## src/ll1p_pkg.sv

```systemverilog
// ll1p_pkg: shared constants, types and the rule decoder of the postfix parser
// no dependencies; imported by the interfaces and every module of the block
package ll1p_pkg;

	localparam int RULE_STACK_DEPTH = 32;
	localparam int KIND_W = 3;
	localparam int VALUE_W = 64;
	localparam int OP_W = 2;
	localparam int ERR_W = 2;
	localparam int RULE_W = 5;
	localparam int CNT_W = $clog2(RULE_STACK_DEPTH + 1);
	localparam int ADDR_W = $clog2(RULE_STACK_DEPTH);

	// token kinds
	localparam logic [KIND_W-1:0] K_NUM = 3'd0;
	localparam logic [KIND_W-1:0] K_ADD = 3'd1;
	localparam logic [KIND_W-1:0] K_MUL = 3'd2;
	localparam logic [KIND_W-1:0] K_LP = 3'd3;
	localparam logic [KIND_W-1:0] K_RP = 3'd4;

	// result kinds
	localparam logic [KIND_W-1:0] O_NUM = 3'd0;
	localparam logic [KIND_W-1:0] O_UN = 3'd1;
	localparam logic [KIND_W-1:0] O_BIN = 3'd2;
	localparam logic [KIND_W-1:0] O_DONE = 3'd3;
	localparam logic [KIND_W-1:0] O_ERR = 3'd4;

	// operators
	localparam logic [OP_W-1:0] OP_PLUS = 2'd0;
	localparam logic [OP_W-1:0] OP_MUL = 2'd2;

	// error codes
	localparam logic [ERR_W-1:0] E_NONE = 2'd0;
	localparam logic [ERR_W-1:0] E_SYNTAX = 2'd1;
	localparam logic [ERR_W-1:0] E_OVERFLOW = 2'd2;

	// rule codes
	localparam logic [RULE_W-1:0] R_E = 5'd0;
	localparam logic [RULE_W-1:0] R_E2 = 5'd1;
	localparam logic [RULE_W-1:0] R_T = 5'd2;
	localparam logic [RULE_W-1:0] R_T2 = 5'd3;
	localparam logic [RULE_W-1:0] R_F = 5'd4;
	localparam logic [RULE_W-1:0] R_RP = 5'd5;
	localparam logic [RULE_W-1:0] R_UN_P = 5'd6;
	localparam logic [RULE_W-1:0] R_UN_M = 5'd7;
	localparam logic [RULE_W-1:0] R_BIN_P = 5'd8;
	localparam logic [RULE_W-1:0] R_BIN_M = 5'd9;
	localparam logic [RULE_W-1:0] R_BIN_X = 5'd10;
	localparam logic [RULE_W-1:0] R_BIN_D = 5'd11;

	typedef enum logic [3:0] {
		S_INIT,
		S_FETCH,
		S_POP,
		S_DISP,
		S_PUSH,
		S_NEXT,
		S_FIN,
		S_DONE,
		S_ERR
	} step_t;

	typedef enum logic [2:0] {
		C_NEXT,
		C_JUMP,
		C_WAIT_IN,
		C_EMPTY,
		C_ERR,
		C_PUSH_MORE,
		C_NOT_CONSUMED
	} cond_t;

	typedef struct packed {
		logic accept;
		logic pop;
		logic disp;
		logic push;
		logic fin;
		logic restart;
		logic done_emit;
		logic err_emit;
		cond_t cond;
		step_t target;
	} ctl_t;

	typedef struct packed {
		logic in_valid;
		logic empty;
		logic err_now;
		logic push_more;
		logic consumed;
		logic out_blocked;
	} stat_t;

	typedef struct packed {
		logic [1:0] push_cnt;
		logic [2:0][RULE_W-1:0] code;
		logic consumed;
		logic syntax;
		logic emit;
		logic [KIND_W-1:0] kind;
		logic [OP_W-1:0] op;
	} act_t;

	typedef struct packed {
		logic [KIND_W-1:0] kind;
		logic [OP_W-1:0] op;
		logic [VALUE_W-1:0] value;
		logic [ERR_W-1:0] err;
	} res_t;

	// one popped rule against the lookahead token; code[0] is pushed first
	function automatic act_t rule_decode(logic [RULE_W-1:0] rule, logic [KIND_W-1:0] kind,
			logic sel);
		act_t a;
		a = '0;
		unique case (rule) inside
			R_E: begin
				a.push_cnt = 2'd2;
				a.code[0] = R_E2;
				a.code[1] = R_T;
			end
			R_E2: begin
				if (kind == K_ADD) begin
					a.push_cnt = 2'd3;
					a.code[0] = R_E2;
					a.code[1] = R_BIN_P + RULE_W'(sel);
					a.code[2] = R_T;
					a.consumed = 1'b1;
				end
			end
			R_T: begin
				a.push_cnt = 2'd2;
				a.code[0] = R_T2;
				a.code[1] = R_F;
			end
			R_T2: begin
				if (kind == K_MUL) begin
					a.push_cnt = 2'd3;
					a.code[0] = R_T2;
					a.code[1] = R_BIN_X + RULE_W'(sel);
					a.code[2] = R_F;
					a.consumed = 1'b1;
				end
			end
			R_F: begin
				if (kind == K_NUM) begin
					a.emit = 1'b1;
					a.kind = O_NUM;
					a.consumed = 1'b1;
				end else if (kind == K_ADD) begin
					a.push_cnt = 2'd2;
					a.code[0] = R_UN_P + RULE_W'(sel);
					a.code[1] = R_F;
					a.consumed = 1'b1;
				end else if (kind == K_LP) begin
					a.push_cnt = 2'd2;
					a.code[0] = R_RP;
					a.code[1] = R_E;
					a.consumed = 1'b1;
				end else begin
					a.syntax = 1'b1;
				end
			end
			R_RP: begin
				if (kind == K_RP) begin
					a.consumed = 1'b1;
				end else begin
					a.syntax = 1'b1;
				end
			end
			R_UN_P, R_UN_M: begin
				a.emit = 1'b1;
				a.kind = O_UN;
				a.op = OP_PLUS + OP_W'(rule[0]);
			end
			R_BIN_P, R_BIN_M, R_BIN_X, R_BIN_D: begin
				a.emit = 1'b1;
				a.kind = O_BIN;
				a.op = rule[OP_W-1:0];
			end
			default: begin
				a.syntax = 1'b1;
			end
		endcase
		return a;
	endfunction

endpackage

```

## src/ll1p_tok_if.sv

```systemverilog
// ll1p_tok_if: token channel, one lexed token per beat
// depends on ll1p_pkg for field widths
interface ll1p_tok_if import ll1p_pkg::*; ();
	logic valid;
	logic ready;
	logic [KIND_W-1:0] token_kind;
	logic op_select;
	logic [VALUE_W-1:0] number_value;

	modport source(output valid, output token_kind, output op_select, output number_value,
		input ready);
	modport sink(input valid, input token_kind, input op_select, input number_value,
		output ready);
endinterface

```

## src/ll1p_res_if.sv

```systemverilog
// ll1p_res_if: result channel, one postfix item, completion or error per beat
// depends on ll1p_pkg for field widths
interface ll1p_res_if import ll1p_pkg::*; ();
	logic valid;
	logic ready;
	logic [KIND_W-1:0] out_kind;
	logic [OP_W-1:0] out_op;
	logic [VALUE_W-1:0] out_value;
	logic [ERR_W-1:0] error_code;
	logic last_of_run;

	modport source(output valid, output out_kind, output out_op, output out_value,
		output error_code, output last_of_run, input ready);
	modport sink(input valid, input out_kind, input out_op, input out_value,
		input error_code, input last_of_run, output ready);
endinterface

```

## src/ll1_expression_to_postfix.sv

```systemverilog
// ll1_expression_to_postfix: top level of the predictive expression parser
// depends on ll1p_pkg, ll1p_tok_if, ll1p_res_if, ll1p_useq and ll1p_dpath

// Takes lexed arithmetic tokens one beat at a time and emits the expression in
// postfix order: numbers, unary and binary operators, then a completion beat when
// the expression ends (the ending token is dropped) or an error beat on a syntax
// error or rule stack overflow (the token is dropped); the parser then restarts.
// The last result beat caused by a token carries last_of_run. Tokens are handled
// one at a time by a small control program over a single-port rule stack memory:
// it fetches a token, then pops a rule, dispatches it and pushes its new rules
// one at a time, and repeats until the token is consumed. When the expression
// completes, the pop finds the stack empty and the completion beat follows; a
// rule that fails ends the token with its error beat instead. After reset the start
// rule is loaded before the first token is taken. Output beats are staged
// through a hold register and an output register, so the parser keeps working while
// the last result waits to be taken; a step that may emit waits while both are full.
module ll1_expression_to_postfix import ll1p_pkg::*; (
	input logic clk,
	input logic arst_n,
	ll1p_tok_if.sink tok,
	ll1p_res_if.source res
);

	ctl_t ctl;
	stat_t st;

	ll1p_useq u_useq (
		.clk(clk),
		.arst_n(arst_n),
		.st(st),
		.ctl(ctl)
	);

	ll1p_dpath u_dpath (
		.clk(clk),
		.arst_n(arst_n),
		.ctl(ctl),
		.st(st),
		.tok(tok),
		.res(res)
	);

endmodule

```

## src/ll1p_useq.sv

```systemverilog
// ll1p_useq: step counter and control store of the parser program
// depends on ll1p_pkg for step, condition and control word types
module ll1p_useq import ll1p_pkg::*; (
	input logic clk,
	input logic arst_n,
	input stat_t st,
	output ctl_t ctl
);

	step_t step_q;
	step_t step_d;
	ctl_t word;
	logic taken;
	logic stall;

	function automatic ctl_t rom(step_t s);
		ctl_t w;
		w = '0;
		w.cond = C_NEXT;
		w.target = S_FETCH;
		unique case (s)
			S_INIT: begin
				w.restart = 1'b1;
			end
			S_FETCH: begin
				w.accept = 1'b1;
				w.cond = C_WAIT_IN;
				w.target = S_FETCH;
			end
			S_POP: begin
				w.pop = 1'b1;
				w.cond = C_EMPTY;
				w.target = S_DONE;
			end
			S_DISP: begin
				w.disp = 1'b1;
				w.cond = C_ERR;
				w.target = S_ERR;
			end
			S_PUSH: begin
				w.push = 1'b1;
				w.cond = C_PUSH_MORE;
				w.target = S_PUSH;
			end
			S_NEXT: begin
				w.cond = C_NOT_CONSUMED;
				w.target = S_POP;
			end
			S_FIN: begin
				w.fin = 1'b1;
				w.cond = C_JUMP;
				w.target = S_FETCH;
			end
			S_DONE: begin
				w.done_emit = 1'b1;
				w.restart = 1'b1;
				w.cond = C_JUMP;
				w.target = S_FIN;
			end
			S_ERR: begin
				w.err_emit = 1'b1;
				w.restart = 1'b1;
				w.cond = C_JUMP;
				w.target = S_FIN;
			end
			default: begin
				w.cond = C_JUMP;
				w.target = S_INIT;
			end
		endcase
		return w;
	endfunction

	always_ff @(posedge clk or negedge arst_n) begin
		if (!arst_n) begin
			step_q <= S_INIT;
		end else begin
			step_q <= step_d;
		end
	end

	always_comb begin
		word = rom(step_q);
		stall = (word.disp || word.fin || word.done_emit || word.err_emit) && st.out_blocked;
		unique case (word.cond)
			C_NEXT: taken = 1'b0;
			C_JUMP: taken = 1'b1;
			C_WAIT_IN: taken = !st.in_valid;
			C_EMPTY: taken = st.empty;
			C_ERR: taken = st.err_now;
			C_PUSH_MORE: taken = st.push_more;
			C_NOT_CONSUMED: taken = !st.consumed;
			default: taken = 1'b0;
		endcase
		if (stall) begin
			step_d = step_q;
			ctl = '0;
		end else begin
			step_d = taken ? word.target : step_t'(4'(step_q) + 4'd1);
			ctl = word;
		end
	end

endmodule

```

## src/ll1p_dpath.sv

```systemverilog
// ll1p_dpath: rule stack memory, token and action registers, result hold and output stage
// depends on ll1p_pkg, ll1p_tok_if and ll1p_res_if
module ll1p_dpath import ll1p_pkg::*; (
	input logic clk,
	input logic arst_n,
	input ctl_t ctl,
	output stat_t st,
	ll1p_tok_if.sink tok,
	ll1p_res_if.source res
);

	localparam logic [CNT_W:0] DEPTH_LIM = (CNT_W + 1)'(RULE_STACK_DEPTH);

	logic [RULE_W-1:0] stack_mem [RULE_STACK_DEPTH];
	logic [RULE_W-1:0] rd_q;
	logic [CNT_W-1:0] count_q;
	logic [CNT_W-1:0] pop_addr;
	logic [KIND_W-1:0] kind_q;
	logic sel_q;
	logic [VALUE_W-1:0] value_q;
	act_t act_d;
	act_t act_q;
	logic consumed_q;
	logic [ERR_W-1:0] err_q;
	logic [1:0] push_idx_q;
	logic [1:0] remaining;
	logic overflow;
	logic pop_en;
	logic push_en;
	logic mem_we;
	logic [ADDR_W-1:0] mem_wa;
	logic [RULE_W-1:0] mem_wd;
	logic new_valid;
	res_t new_res;
	logic hold_valid_q;
	res_t hold_q;
	logic move;
	logic move_last;
	logic out_valid_q;
	res_t out_q;
	logic out_last_q;

	assign tok.ready = ctl.accept;

	assign pop_addr = count_q - CNT_W'(1);
	assign act_d = rule_decode(rd_q, kind_q, sel_q);
	assign overflow = ((CNT_W + 1)'(count_q) + (CNT_W + 1)'(act_d.push_cnt)) > DEPTH_LIM;
	assign remaining = act_q.push_cnt - push_idx_q;
	assign pop_en = ctl.pop && (count_q != '0);
	assign push_en = ctl.push && (remaining != 2'd0);

	assign mem_we = ctl.restart || push_en;
	assign mem_wa = ctl.restart ? '0 : count_q[ADDR_W-1:0];
	assign mem_wd = ctl.restart ? R_E : act_q.code[push_idx_q];

	always_comb begin
		st.in_valid = tok.valid;
		st.empty = (count_q == '0);
		st.err_now = act_d.syntax || overflow;
		st.push_more = (remaining > 2'd1);
		st.consumed = consumed_q;
		st.out_blocked = out_valid_q && !res.ready && hold_valid_q;
	end

	// stack memory
	always_ff @(posedge clk) begin
		if (mem_we) begin
			stack_mem[mem_wa] <= mem_wd;
		end
		if (pop_en) begin
			rd_q <= stack_mem[pop_addr[ADDR_W-1:0]];
		end
	end

	always_ff @(posedge clk or negedge arst_n) begin
		if (!arst_n) begin
			count_q <= CNT_W'(1);
		end else if (ctl.restart) begin
			count_q <= CNT_W'(1);
		end else if (pop_en) begin
			count_q <= pop_addr;
		end else if (push_en) begin
			count_q <= count_q + CNT_W'(1);
		end
	end

	// token and action registers
	always_ff @(posedge clk) begin
		if (ctl.accept && tok.valid) begin
			kind_q <= tok.token_kind;
			sel_q <= tok.op_select;
			value_q <= tok.number_value;
		end
		if (ctl.disp) begin
			act_q <= act_d;
			err_q <= act_d.syntax ? E_SYNTAX : E_OVERFLOW;
		end
	end

	always_ff @(posedge clk or negedge arst_n) begin
		if (!arst_n) begin
			consumed_q <= 1'b0;
			push_idx_q <= 2'd0;
		end else begin
			if (ctl.disp) begin
				consumed_q <= act_d.consumed;
				push_idx_q <= 2'd0;
			end else if (push_en) begin
				push_idx_q <= push_idx_q + 2'd1;
			end
		end
	end

	// new result from the current step
	always_comb begin
		new_res = '0;
		new_valid = 1'b0;
		if (ctl.disp && act_d.emit && !st.err_now) begin
			new_valid = 1'b1;
			new_res.kind = act_d.kind;
			new_res.op = act_d.op;
			new_res.value = (act_d.kind == O_NUM) ? value_q : '0;
			new_res.err = E_NONE;
		end else if (ctl.done_emit) begin
			new_valid = 1'b1;
			new_res.kind = O_DONE;
		end else if (ctl.err_emit) begin
			new_valid = 1'b1;
			new_res.kind = O_ERR;
			new_res.err = err_q;
		end
	end

	// hold keeps one result back until it is known whether it ends the run
	assign move = hold_valid_q && (new_valid || ctl.fin);
	assign move_last = ctl.fin;

	always_ff @(posedge clk or negedge arst_n) begin
		if (!arst_n) begin
			hold_valid_q <= 1'b0;
			out_valid_q <= 1'b0;
		end else begin
			if (new_valid) begin
				hold_valid_q <= 1'b1;
			end else if (ctl.fin) begin
				hold_valid_q <= 1'b0;
			end
			if (move) begin
				out_valid_q <= 1'b1;
			end else if (res.ready) begin
				out_valid_q <= 1'b0;
			end
		end
	end

	always_ff @(posedge clk) begin
		if (new_valid) begin
			hold_q <= new_res;
		end
		if (move) begin
			out_q <= hold_q;
			out_last_q <= move_last;
		end
	end

	assign res.valid = out_valid_q;
	assign res.out_kind = out_q.kind;
	assign res.out_op = out_q.op;
	assign res.out_value = out_q.value;
	assign res.error_code = out_q.err;
	assign res.last_of_run = out_last_q;

endmodule

```

## src/flat_wrapper.sv

```systemverilog
// flat-port wrapper written by rule: the top's interface ports become plain ports
module ll1_expression_to_postfix_flat import ll1p_pkg::*;
  (clk, arst_n, tok_valid, tok_token_kind, tok_op_select, tok_number_value, tok_ready, res_valid, res_out_kind, res_out_op, res_out_value, res_error_code, res_last_of_run, res_ready);
  ll1p_tok_if tok_i ();
  ll1p_res_if res_i ();
  input logic clk;
  input logic arst_n;
  input wire logic [$bits(tok_i.valid)-1:0] tok_valid;
  input wire logic [$bits(tok_i.token_kind)-1:0] tok_token_kind;
  input wire logic [$bits(tok_i.op_select)-1:0] tok_op_select;
  input wire logic [$bits(tok_i.number_value)-1:0] tok_number_value;
  output wire logic [$bits(tok_i.ready)-1:0] tok_ready;
  output wire logic [$bits(res_i.valid)-1:0] res_valid;
  output wire logic [$bits(res_i.out_kind)-1:0] res_out_kind;
  output wire logic [$bits(res_i.out_op)-1:0] res_out_op;
  output wire logic [$bits(res_i.out_value)-1:0] res_out_value;
  output wire logic [$bits(res_i.error_code)-1:0] res_error_code;
  output wire logic [$bits(res_i.last_of_run)-1:0] res_last_of_run;
  input wire logic [$bits(res_i.ready)-1:0] res_ready;
  assign tok_i.valid = tok_valid;
  assign tok_i.token_kind = tok_token_kind;
  assign tok_i.op_select = tok_op_select;
  assign tok_i.number_value = tok_number_value;
  assign tok_ready = tok_i.ready;
  assign res_valid = res_i.valid;
  assign res_out_kind = res_i.out_kind;
  assign res_out_op = res_i.out_op;
  assign res_out_value = res_i.out_value;
  assign res_error_code = res_i.error_code;
  assign res_last_of_run = res_i.last_of_run;
  assign res_i.ready = res_ready;
  ll1_expression_to_postfix u_core (.clk(clk), .arst_n(arst_n), .tok(tok_i), .res(res_i));
endmodule
```

## config.mk

```make
export PLATFORM = sky130hd
export DESIGN_NAME = ll1_expression_to_postfix_flat
export DESIGN_NICKNAME = d
export VERILOG_FILES = /design/src/ll1p_pkg.sv /design/src/ll1p_tok_if.sv /design/src/ll1p_res_if.sv /design/src/ll1_expression_to_postfix.sv /design/src/ll1p_useq.sv /design/src/ll1p_dpath.sv /design/src/flat_wrapper.sv
export SDC_FILE = /design/constraint.sdc
export NUM_CORES = 1
export LEC_CHECK = 0
export BUFFER_PORTS_ARGS = -buffer_cell sky130_fd_sc_hd__buf_2
export CORE_UTILIZATION = 39
export CTS_CLUSTER_DIAMETER = 40
export DETAILED_ROUTE_END_ITERATION = 6
export PLACE_DENSITY = 0.68
export SLEW_MARGIN = 20
export SYNTH_ARGS = -nofsm -noshare
export SYNTH_HDL_FRONTEND = slang
export SYNTH_SLANG_ARGS = --single-unit
```

## constraint.sdc

```tcl
create_clock -name clk -period 18.5 [get_ports clk]
set_clock_uncertainty 0.15 [all_clocks]
set_input_delay 1.85 -clock clk [delete_from_list [all_inputs] [get_ports clk]]
set_output_delay 1.85 -clock clk [all_outputs]
set_load 0.05 [all_outputs]
```

* After elaboration in Yosys (flattened, before gate mapping)
Memory sizes are Yosys's and may differ from the RTL's. A register that Yosys moved wholly into a read port is not among the register bits.
Index checks and enable logic that the tools add are counted.
** Cells by class
- Add/sub/neg operators :: 9
- $lt $le $gt $ge :: 3
- Equal/unequal tests :: 29
- Mux-type cells :: 56
- Bitwise gates (word level) :: 1
- Reductions and logical operators :: 38
** Operators by type and width (count)
- one-hot mux 7 bit (8 select lines) :: 1
- one-hot mux 10 bit (5 select lines) :: 1
- 2-to-1 mux 18 bit :: 2
- 2-to-1 mux 1 bit :: 23
- equality test 5 x 3 -> 1 bit (second input constant) :: 4
- equality test 5 x 4 -> 1 bit (second input constant) :: 4
- 2-to-1 mux 6 bit :: 3
- equality test 4 x 3 -> 1 bit (second input constant) :: 4
- 2-to-1 mux 15 bit :: 1
- 2-to-1 mux 5 bit :: 3
- equality test 3 x 2 -> 1 bit (second input constant) :: 4
- equality test 3 bit (second input constant) :: 4
- 2-to-1 mux 2 bit :: 6
- 2-to-1 mux 4 bit :: 3
- one-hot mux 4 bit (3 select lines) :: 1
- adder 4 x 1 -> 5 bit (first input constant) :: 2
- binary-select mux 5 bit (select 2 bit) :: 1
- equality test 5 x 2 -> 1 bit (second input constant) :: 2
- 2-to-1 mux 10 bit :: 1
- one-hot mux 5 bit (2 select lines) :: 1
- OR reduction 10 bit :: 1
- logical AND 1 bit :: 9
- 2-to-1 mux 3 bit :: 3
- 2-to-1 mux 9 bit :: 1
- 34 further kinds :: 51
** Word-level totals
- Bits in registers :: 245
- RAM bits :: 160
- Bits of input ports :: 72
- Output and inout port bits :: 74
- Word-level logic and storage cells :: 160
- Memories kept :: 1
** Memory list
- u_core.u_dpath.stack_mem :: words 32, width 5, read ports 1, clocked after memory_dff 1, write ports 1, line ll1p_dpath.sv:14 : logic [RULE_W-1:0] stack_mem [RULE_STACK_DEPTH];

* Logic depth before layout (Yosys ltp)
Gate-level depths: netlist of the first run.
- Depth in word-level cells :: 14
- Depth in mapped cells :: 15
- Gate-level depth less buffers :: 13

* Cells and area by module
A second synthesis of the first run with hierarchy kept.
** Second synthesis, totals
- Cell total of the unflattened synthesis :: 791
- Area, all modules :: 14221.1 µm²
** Modules (own cells, without submodules)
- ll1p_dpath :: times used 1, cells an instance 707, area an instance 13630.6 µm², seq. area each 10966.8 µm²
- ll1p_useq :: times used 1, cells an instance 84, area an instance 590.6 µm², seq. area each 100.1 µm²

* Least setup slack after synthesis of the first run
OpenSTA, ideal clock, no wires.
- Kind :: input to register
- Start point :: in res_ready
- End point :: reg u_core.u_dpath.out_q (netlist bit u_core.u_dpath.res.error_code[0]), enable pin
- Setup time :: 436 ps
- Arrival time :: 10076 ps
- Required time :: 17914 ps
- Setup slack :: 7838 ps
- Cell stages on the path :: 6
- Buffers on the path :: 0
- Cell sequence :: nand3b_1 nand3_1 nor2_1 o311ai_4 o32ai_1 o21a_1
** Between the ends
- Longest elaborated chain between the ends :: 10
- Elaborated cells on any way between the ends :: 12
- Those cells by class :: mux: 4; reduce/logical: 8
** Ends and longest elaborated chain
- start, declared :: line flat_wrapper.sv:19 : input wire logic [$bits(res_i.ready)-1:0] res_ready;
- zero test 1 bit * :: line ll1p_dpath.sv:62 : st.out_blocked = out_valid_q && !res.ready && hold_valid_q;
- logical AND 1 bit * (2 in series) :: line ll1p_dpath.sv:62
- logical AND 1 bit * :: line ll1p_useq.sv:84 : stall = (word.disp || word.fin || word.done_emit || word.err_emit) && st.out_blocked;
- 2-to-1 mux 15 bit * :: line ll1p_useq.sv:95 : if (stall) begin
- 2-to-1 mux 1 bit / logical AND 1 bit (equally long branches) :: line ll1p_dpath.sv:127, ll1p_dpath.sv:118
- 2-to-1 mux 1 bit / logical AND 1 bit (equally long branches) :: line ll1p_dpath.sv:124, ll1p_dpath.sv:118
- 2-to-1 mux 1 bit * :: line ll1p_dpath.sv:118 : if (ctl.disp && act_d.emit && !st.err_now) begin
- named net u_core.u_dpath.new_valid :: line ll1p_dpath.sv:33 : logic new_valid;
- logical OR 1 bit * :: line ll1p_dpath.sv:135 : assign move = hold_valid_q && (new_valid || ctl.fin);
- logical AND 1 bit * :: line ll1p_dpath.sv:135
- named net u_core.u_dpath.move :: line ll1p_dpath.sv:37 : logic move;
- end signal, assigned :: line ll1p_dpath.sv:161 : out_q <= hold_q;
- end, declared :: line ll1p_dpath.sv:40 : res_t out_q;
Mark *: on every way through the listed nets, which the timed path passes. The rest lies on a longest branch.
A chain may end at the register's enable or synchronous reset.

* Worst setup path in the final report of the first run
- Start point :: reg u_core.u_dpath.kind_q[0]
- End point :: reg u_core.u_dpath.out_q (netlist bit u_core.u_dpath.res.out_value[48]), enable pin
** Between the ends
- Longest elaborated chain between the ends :: 13
- Elaborated cells on any way between the ends :: 27
- Those cells by class :: add/sub: 1; order compare: 1; eq/ne: 4; mux: 14; reduce/logical: 7
** Ends and longest elaborated chain
- start, declared :: line ll1p_dpath.sv:18 : logic [KIND_W-1:0] kind_q;
- start signal, assigned :: line ll1p_dpath.sv:90 : kind_q <= tok.token_kind;
- equality test 3 x 2 -> 1 bit :: line ll1p_pkg.sv:156 : end else if (kind == K_LP) begin
- 2-to-1 mux 2 bit :: line ll1p_pkg.sv:156
- 2-to-1 mux 2 bit :: line ll1p_pkg.sv:151 : end else if (kind == K_ADD) begin
- 2-to-1 mux 2 bit :: line ll1p_pkg.sv:147 : if (kind == K_NUM) begin
- one-hot mux 2 bit (4 select lines) :: line ll1p_pkg.sv:117 : unique case (rule) inside
- adder 6 x 2 -> 7 bit :: line ll1p_dpath.sv:47 : assign overflow = ((CNT_W + 1)'(count_q) + (CNT_W + 1)'(act_d.push_cnt)) > DEPTH_LIM;
- > comparator 7 x 6 -> 1 bit :: line ll1p_dpath.sv:47
- logical OR 1 bit :: line ll1p_dpath.sv:59 : st.err_now = act_d.syntax || overflow;
- zero test 1 bit :: line ll1p_dpath.sv:118
- logical AND 1 bit * :: line ll1p_dpath.sv:118
- 2-to-1 mux 1 bit * :: line ll1p_dpath.sv:118
- named net u_core.u_dpath.new_valid :: line ll1p_dpath.sv:33
- logical OR 1 bit * :: line ll1p_dpath.sv:135
- logical AND 1 bit * :: line ll1p_dpath.sv:135
- named net u_core.u_dpath.move :: line ll1p_dpath.sv:37
Marked as above.

==> run_results.csv, run 1 <==
group,metric,value,unit
clock_network,post-cts-setup-buffer-count,0,
floorplan,start_util,40.0,%
critical_path,timing.rr.start,"u_core.u_dpath.kind_q[0]",
critical_path,worstPathMaxFanout,73,
clock_network,clk_slew_on_worst_s_h_paths,0.06,ns
global_routing,grtUsageTotal,14.2,%
floorplan,floorplan.die_area,37500,sq um
critical_path,crit_chain,"or2b_2 > or3_1 > a21oi_1 > nor3_1 > fa_1 > nor2b_1 > a22oi_1 > o21ai_0 > a21boi_4 > o32ai_4 > buf_4 > o21a_4 > buf_4",
pwr,leakage,6.06,nW
critical_path,start_kind,"flop",
floorplan,floorplan.io_pins,146,
timing,worst_pin_slew,0.981,ns
clock_network,cts-buffers-inserted,48,
clock_network,cts_buffer_depth,3,
floorplan,fp.dieH,194,microns
global_routing,grt_first_pass_wirelength,41200,microns
critical_path,worstPathArrival,5.34,ns
clock_network,worst_skew_late_latency,0.55,ns
global_routing,grt_remaining_overflow,0,
global_routing,initial_antenna_violation_count,2,
floorplan,coreArea,35800,sq um
timing,final_count_of_negative_setup_slack_endpoints,0,
global_routing,grtUsageMet3,3.64,%
route,detailroute.via_count,7233,
critical_path,worst-setup-path-type,"flop to flop",
timing,finalCritPeriodShare,28.8,%
place,dp_hpwl,17200,microns
logic_synthesis,ys_async_sr_fraction,4.04,%
global_routing,number_of_global_route_vias_before_repair,7137,
critical_path,endpoint_kind,"flop",
critical_path,timing.rr.end,"u_core.u_dpath.res.out_value[48]",
cells_and_area,num-nets-final,1025,
job,timing.max_cap.violations,0,
logic_synthesis,synth.yosys.seq_area_share,77.2,%
clock_network,tritoncts_num_sinks,371,
cells_and_area,drive_gt1_share,35.4,%
timing,setup_total_negative_slack,0,ns
route,avgRoutedWirePerCell,18.7,microns
run_status,run_status,"finished clean",
route,ant_nets,0,
timing,whs,0.263,ns
place,placed_cells_incl_taps,1353,
critical_path,r2r_setup_slack,13.17,ns
cells_and_area,multi_input_area,3060,sq um
global_routing,busiest_layer,"met2",
clock_network,clock_tree.htree_level_count,2,
clock_network,postCtsResizedCells,0,
timing,hold_violations,0,
logic_synthesis,yosysWarnings,0,
pwr,p_per_area,167,nW/um^2
timing,timing.max_slew.rel_slack,34.6,%
cells_and_area,fillerInstances,2915,
critical_path,worst-endpoint-required,18.52,ns
timing,rsz0062_at_grt,"no",
logic_synthesis,synth.ff_latch_count,371,
route,detailedRoute.firstIterationViolations,559,
hold_path,min_to,"u_core.u_dpath.res.error_code[1]",
global_routing,gr-usage-met1,19.6,%
critical_path,r2r_cells,13,
logic_synthesis,synth_edf_count,356,
global_routing,met2_usage,21.9,%
cells_and_area,area_delta_synth_final,20.7,%
route,drc,0,
logic_synthesis,synthesis.area,14300,sq um
timing,timing.final.ws_setup,13.17,ns
route,vias_per_cell,5.01,
hold_path,count_of_cells_along_the_worst_hold_path,0,
critical_path,path_common_cell,"buf_4",
timing,post-route-min-period,5.33,ns
clock_network,clockRootBuffer,"clkbuf_16",
floorplan,placement_rows,69,
hold_path,start_point_of_the_worst_hold_path,"u_core.u_dpath.hold_q[1]",
clock_network,ctsHoldBuffers,0,
cells_and_area,number_of_standard_cells_in_the_layout_taps_in_and_fillers_out,1444,
floorplan,die_x,194,microns
critical_path,worst_path_max_delay_cell,"buf_4",
logic_synthesis,synth.lib_cells_used.distinct,71,
timing,fmax,188,MHz
logic_synthesis,syn-num-nets,853,
place,pre_cts_slack,13.15,ns
timing,drv_slew,0,
global_routing,grt_start_max_net_pins,74,
hold_path,hp-class,"flop to flop",
logic_synthesis,gate_count_of_the_mapped_netlist,770,
place,port-buffer-count,145,
cells_and_area,register_area,11100,sq um
place,gp_congestion,0.848,
critical_path,critPathMaxStageDelay,0.74,ns
clock_network,tritoncts,"yes",
route,drtPass1Iterations,4,
route,routed_wl,27000,microns
pwr,ir_drop,0.0744,mV
pwr,total_power,2.89,mW
logic_synthesis,ys.flop_type,"edfxtp_1",
logic_synthesis,average_size_of_a_mapped_cell,18.6,sq um
## worst max path at each step
stage / start / end / slack [ns] / depth (start not counted)
6_report: u_core.u_dpath.kind_q[0] / u_core.u_dpath.res.out_value[48] / 13.17 / 13
2_1_floorplan: res_ready / u_core.u_dpath.res.error_code[0] / 7.84 / 6
5_1_grt: u_core.u_dpath.kind_q[0] / u_core.u_dpath.res.out_value[34] / 12.81 / 13
3_5_place_dp: u_core.u_dpath.kind_q[0] / u_core.u_dpath.res.out_value[44] / 13.15 / 13
4_1_cts: u_core.u_dpath.kind_q[0] / u_core.u_dpath.res.out_value[40] / 13.12 / 13
3_3_place_gp: res_ready / u_core.u_dpath.res.out_value[37] / 13.31 / 9
## registers in the layout, indices dropped and copies added, names as in the netlist
| name | flops |
|---|---|
| u_core.u_dpath.kind_q | 3 |
| u_core.u_dpath.res.valid | 1 |
| u_core.u_dpath.value_q | 64 |
| u_core.u_dpath.sel_q | 1 |
| u_core.u_dpath.count_q | 6 |
| u_core.u_dpath.res.out_op | 2 |
| u_core.u_dpath.consumed_q | 1 |
| u_core.u_dpath.act_q | 11 |
| u_core.u_dpath.push_idx_q | 2 |
| u_core.u_useq.step_q | 4 |
| u_core.u_dpath.hold_valid_q | 1 |
| u_core.u_dpath.hold_q | 71 |
| u_core.u_dpath.stack_mem | 128 |
| u_core.u_dpath.res.error_code | 2 |
| u_core.u_dpath.rd_q | 4 |
| u_core.u_dpath.err_q | 2 |
| u_core.u_dpath.res.last_of_run | 1 |
| u_core.u_dpath.res.out_value | 64 |
| u_core.u_dpath.res.out_kind | 3 |
## logic make-up (layout without fill, tap and decap cells)
| kind of cell | Yosys count | after routing | synth area share (%) |
|---|---|---|---|
| buffers and inverters | 45 | 257 | 1.73 |
| XOR/XNOR | 13 | 13 | 0.795 |
| other | 0 | 1 | 0 |
| adder cells (fa/ha/maj) | 11 | 11 | 1.01 |
| AND/OR/NAND/NOR | 222 | 222 | 8.87 |
| AO/OA/AOI/OAI | 58 | 58 | 3.22 |
| multiplexers | 50 | 50 | 7.12 |
| flip-flops | 371 | 371 | 77.2 |
## worst max-delay path, delay by kind of cell (launching register included)
| kind | cells | cell delay (ns) |
|---|---|---|
| DFF | 1 | 0.44 |
| and+or+nand+nor | 4 | 0.98 |
| AOI/OAI and AO/OA | 6 | 1.35 |
| buffers and inverters | 2 | 1.43 |
| adders and majority gates | 1 | 0.45 |
## cell usage in the layout, fill, tap and decap left out, types with 4 or more instances in the layout
cell / netlist / layout
edfxtp_1: 356 / 356
buf_2: 4 / 145
nor2_1: 56 / 56
clkbuf_16: 0 / 50
and2_2: 40 / 40
mux4_2: 37 / 37
and2_1: 31 / 30
nand2_1: 22 / 22
inv_1: 14 / 14
dfrtp_1: 14 / 14
nor3_1: 15 / 13
a21oi_1: 13 / 13
nand3_1: 12 / 12
o21ai_0: 12 / 12
ha_1: 10 / 10
bufinv_16: 0 / 8
buf_4: 3 / 8
xnor2_1: 8 / 7
clkinv_4: 0 / 7
nor2b_1: 6 / 6
mux2_2: 6 / 6
clkinvlp_4: 0 / 6
xor2_1: 5 / 5
and3_1: 5 / 5
or3_1: 5 / 5
inv_6: 0 / 5
or2_2: 4 / 4
mux2i_1: 4 / 4
clkinv_1: 0 / 4
## power by group
group	total (mW)	switching, mW	internal (mW)	leakage [nW]
sequential	1.22	0.0608	1.16	3.43
combinational	0.694	0.481	0.213	1.79
clock	0.980	0.364	0.615	0.834
total	2.89	0.906	1.98	6.06
## cell type report
cell class,instances,share of cell area (%)
flip-flops and latches,371,64.0
multi-input cells,354,17.7
clock buffers,52,7.28
repair buffers,153,4.54
well taps,461,3.34
clock inverters,38,2.81
inverters,14,0.304
diodes,1,0.0145
## metrics by stage
| step | utilization, % | instance area (sq um) |
|---|---|---|
| after floorplan | - | 14300 |
| after global placement | 43.4 | 15500 |
| after detailed placement | 43.4 | 15500 |
| after CTS | 48.2 | 17300 |
| after global routing | 48.3 | 17300 |
| final | 48.3 | 17300 |
## routing by layer
layer / vias to the layer above / share of wire (%) / routed length (microns)
li1: 3331 / - / -
met1: 3601 / 45 / 12000
met2: 251 / 46 / 12400
met3: 48 / 7.1 / 1930
met4: 2 / 2.4 / 658
met5: - / 0.063 / 17
## cells in the mapped netlist, drive strengths merged, types with 4 or more instances
cell type,count,share of area (%)
edfxtp,356,75
and2,72,3.5
nor2,57,1.6
mux4,40,6.4
nand2,23,0.62
clkbuf,16,0.49
nor3,15,0.52
a21oi,14,0.52
buf,14,0.79
dfrtp,14,2.4
inv,14,0.37
nand3,12,0.42
o21ai,12,0.42
ha,10,0.87
xnor2,8,0.49
mux2,6,0.47
nor2b,6,0.26
or3,6,0.30
and3,5,0.22
xor2,5,0.31
mux2i,4,0.28
or2,4,0.17
Note: power is estimated with default switching activity, not from simulation.
==> inputs of run 2 (changes only) <==
--- a/config.mk
+++ b/config.mk
@@ -5,11 +5,12 @@
 export SDC_FILE = /design/constraint.sdc
 export NUM_CORES = 1
 export LEC_CHECK = 0
+export ABC_AREA = 1
 export BUFFER_PORTS_ARGS = -buffer_cell sky130_fd_sc_hd__buf_2
 export CORE_UTILIZATION = 39
 export CTS_CLUSTER_DIAMETER = 40
 export DETAILED_ROUTE_END_ITERATION = 6
-export PLACE_DENSITY = 0.68
+export PLACE_DENSITY = 0.7
 export SLEW_MARGIN = 20
 export SYNTH_ARGS = -nofsm -noshare
 export SYNTH_HDL_FRONTEND = slang
==> constraint.sdc (replaced) <==
create_clock -name clk -period 4.5 [get_ports clk]
set_clock_uncertainty 0.15 [all_clocks]
set_input_delay 0.45 -clock clk [delete_from_list [all_inputs] [get_ports clk]]
set_output_delay 0.45 -clock clk [all_outputs]
set_load 0.05 [all_outputs]
==> run 2 against run 1 <==
Against the previous run:
- via count up 24%
- area after synthesis up 1.9%
- largest power group unchanged
- critical path type unchanged
- clock power grew to 3.7 times the previous value
- hold slack worse by 0.23 ns
- sequential share of layout area is 2.8 points lower
- maximum frequency increased by 31%
==> run_results.csv, run 2 <==
group,metric,value,unit
run_status,run_status,"finished clean",
timing,timing.max_slew.rel_slack,32.7,%
pwr,ir_drop,0.329,mV
clock_network,postCtsResizedCells,0,
route,detailedRoute.firstIterationViolations,758,
clock_network,worst_skew_late_latency,0.56,ns
hold_path,count_of_cells_along_the_worst_hold_path,4,
floorplan,floorplan.io_pins,146,
logic_synthesis,synth_top_family_by_area,"simple AND/OR/NAND/NOR gates",
place,port-buffer-count,145,
critical_path,worst_path_max_delay_cell,"fa_1",
clock_network,ctsHoldBuffers,69,
cells_and_area,registers_with_the_most_flip_flops,"u_core.u_dpath.stack_mem: 128 flops, u_core.u_dpath.hold_q: 71 flops",
logic_synthesis,average_size_of_a_mapped_cell,13.6,sq um
logic_synthesis,synth.ff_latch_count,371,
global_routing,number_of_global_route_vias_before_repair,9011,
logic_synthesis,synth_most_common_cell,"edfxtp_1",
logic_synthesis,syn-num-nets,1158,
logic_synthesis,synth-simple-area-share,11.4,%
floorplan,floorplan.die_area,38200,sq um
route,ant_nets,0,
cells_and_area,number_of_standard_cells_in_the_layout_taps_in_and_fillers_out,1820,
critical_path,path_common_cell,"nand2_1",
logic_synthesis,yosys.area.top_type_share,73.3,%
logic_synthesis,ys_async_sr_fraction,4.04,%
logic_synthesis,compound_gate_portion_of_the_synthesized_area,5.01,%
place,placed_cells_incl_taps,1669,
cells_and_area,layout.cell_area.non_filler,18100,sq um
logic_synthesis,synthesis.area,14600,sq um
logic_synthesis,synth.mux.area_fraction,1.10,%
route,routed_wl,30100,microns
critical_path,worstPathArrival,4.13,ns
logic_synthesis,synth.lib_cells_used.distinct,42,
timing,finalCritPeriodShare,90.4,%
cells_and_area,largest_register_ff_count,128,
timing,drv_slew,0,
cells_and_area,most-common-layout-cells,"edfxtp_1 (356), nor2_1 (195), buf_2 (145), inv_1 (128), nand2_1 (94)",
route,drtPass1Iterations,6,
cells_and_area,drive_gt1_share,21.4,%
route,detailroute.via_count,8949,
critical_path,critPathMaxStageDelay,0.46,ns
critical_path,worstPathMaxFanout,72,
global_routing,grt_start_max_net_pins,73,
cells_and_area,num-nets-final,1400,
critical_path,worst-setup-path-type,"flop to flop",
floorplan,start_util,39.8,%
critical_path,worst-endpoint-required,4.56,ns
floorplan,coreArea,36700,sq um
global_routing,grt_remaining_overflow,0,
logic_synthesis,gate_count_of_the_mapped_netlist,1075,
timing,hold_violations,0,
cells_and_area,area_delta_synth_final,23.9,%
clock_network,post-cts-setup-buffer-count,0,
hold_path,start_point_of_the_worst_hold_path,"res_ready",
cells_and_area,layout_commonest_cell,"edfxtp_1",
global_routing,grt_first_pass_wirelength,47400,microns
clock_network,tritoncts,"yes",
logic_synthesis,ys.flop_type,"edfxtp_1",
timing,worst_pin_slew,1.01,ns
global_routing,grtUsageTotal,15.9,%
critical_path,timing.rr.end,"u_core.u_dpath.res.out_value[6]",
logic_synthesis,yosysWarnings,0,
hold_path,hp-class,"input pin to flop",
route,vias_per_cell,4.92,
clock_network,clk_slew_on_worst_s_h_paths,0.06,ns
floorplan,die_x,195,microns
timing,post-route-min-period,4.07,ns
floorplan,fp.dieH,195,microns
critical_path,timing.rr.start,"u_core.u_dpath.rd_q[2]",
hold_path,min_to,"u_core.u_dpath.res.valid",
pwr,leakage,7.01,nW
logic_synthesis,netlist_top_cells_area,"edfxtp_1 (73%), nor2_1 (5.0%), inv_1 (3.3%)",
critical_path,r2r_cells,25,
route,avgRoutedWirePerCell,16.6,microns
logic_synthesis,post-synth-top-area-cell,"edfxtp_1",
place,gp_congestion,0.909,
critical_path,endpoint_kind,"flop",
clock_network,clock_tree.htree_level_count,2,
logic_synthesis,synth.yosys.seq_area_share,75.8,%
logic_synthesis,synth_edf_count,356,
logic_synthesis,adder_cell_fraction_of_synth_area,0.995,%
pwr,p_per_area,671,nW/um^2
place,post_dp_cell_area,15900,sq um
timing,timing.final.ws_setup,0.431,ns
clock_network,cts_buffer_depth,3,
cells_and_area,diode_insertion_count_for_antenna_repair,0,
logic_synthesis,synthTopCellsByCount,"edfxtp_1 (356), nor2_1 (195), inv_1 (129), nand2_1 (95), o21ai_0 (51)",
place,dp_hpwl,18200,microns
timing,setup_total_negative_slack,0,ns
timing,fmax,246,MHz
floorplan,placement_rows,70,
logic_synthesis,synth-xor-area-share,0.660,%
clock_network,tritoncts_num_sinks,371,
cells_and_area,regMostFlops,"u_core.u_dpath.stack_mem",
route,drc,0,
clock_network,cts-buffers-inserted,45,
global_routing,initial_antenna_violation_count,0,
clock_network,clockRootBuffer,"clkbuf_16",
critical_path,start_kind,"flop",
place,pre_cts_slack,0.503,ns
critical_path,r2r_setup_slack,0.43,ns
job,timing.max_cap.violations,0,
timing,final_count_of_negative_setup_slack_endpoints,0,
timing,rsz0062_at_grt,"no",
cells_and_area,finalCoreUtilization,49.3,%
-- run 2: area by class of cell --
cell class	count	area [sq um]
fill	2932	18600
clock buffer	51	1150
inverter	142	544
sequential	371	11100
tap	468	586
clock inverter	31	365
timing repair buffer	226	1540
multi-input combinational	531	2830
-- run 2: logic make-up after synthesis --
group	Yosys count
XOR/XNOR	11
flip-flops	371
AND/OR/NAND/NOR	376
AO/OA/AOI/OAI	117
adder cells (fa/ha/maj)	11
buffers and inverters	173
multiplexers	16
-- run 2: worst max path at each step --
stage                     cells after the start                          endpoint              startpoint
after floorplan                              21  u_core.u_dpath.res.error_code[0]  u_core.u_dpath.rd_q[2]
after global placement                       25  u_core.u_dpath.res.out_value[21]  u_core.u_dpath.rd_q[2]
after detailed placement                     25  u_core.u_dpath.res.out_value[12]  u_core.u_dpath.rd_q[2]
after CTS                                    25  u_core.u_dpath.res.out_value[17]  u_core.u_dpath.rd_q[2]
after global routing                         25  u_core.u_dpath.res.out_value[47]  u_core.u_dpath.rd_q[2]
final                                        25   u_core.u_dpath.res.out_value[6]  u_core.u_dpath.rd_q[2]
-- run 2: power breakdown --
| part | leakage, nW | switching [mW] | internal (mW) |
|---|---|---|---|
| logic | 2.82 | 2.67 | 0.844 |
| registers | 3.48 | 0.218 | 4.82 |
| clock network | 0.719 | 1.46 | 2.12 |
-- run 2: worst max-delay path: cells and delay by family (launching register included) --
family                     cells  cell delay [ns]
buffers and inverters          6             0.81
AOI/OAI and AO/OA              2             0.20
DFF                            1             0.43
adders and majority gates      1             0.46
and+or+nand+nor               16             1.60
-- run 2: routing by layer --
metal	global-route usage (%)	routed length, microns	vias to the layer above
met5	0	0	-
met4	6.47	1030	0
met3	3.21	2010	77
met2	27.1	14900	329
met1	19.7	12200	4313
li1	-	-	4230
-- run 2: metrics by stage --
stage	hold slack (ns)	power [mW]
after floorplan	0.00441	7.55
after global placement	0.250	8.49
after detailed placement	0.255	8.57
after CTS	0.00892	12.2
after global routing	0.0514	12.7
final	0.0308	12.1
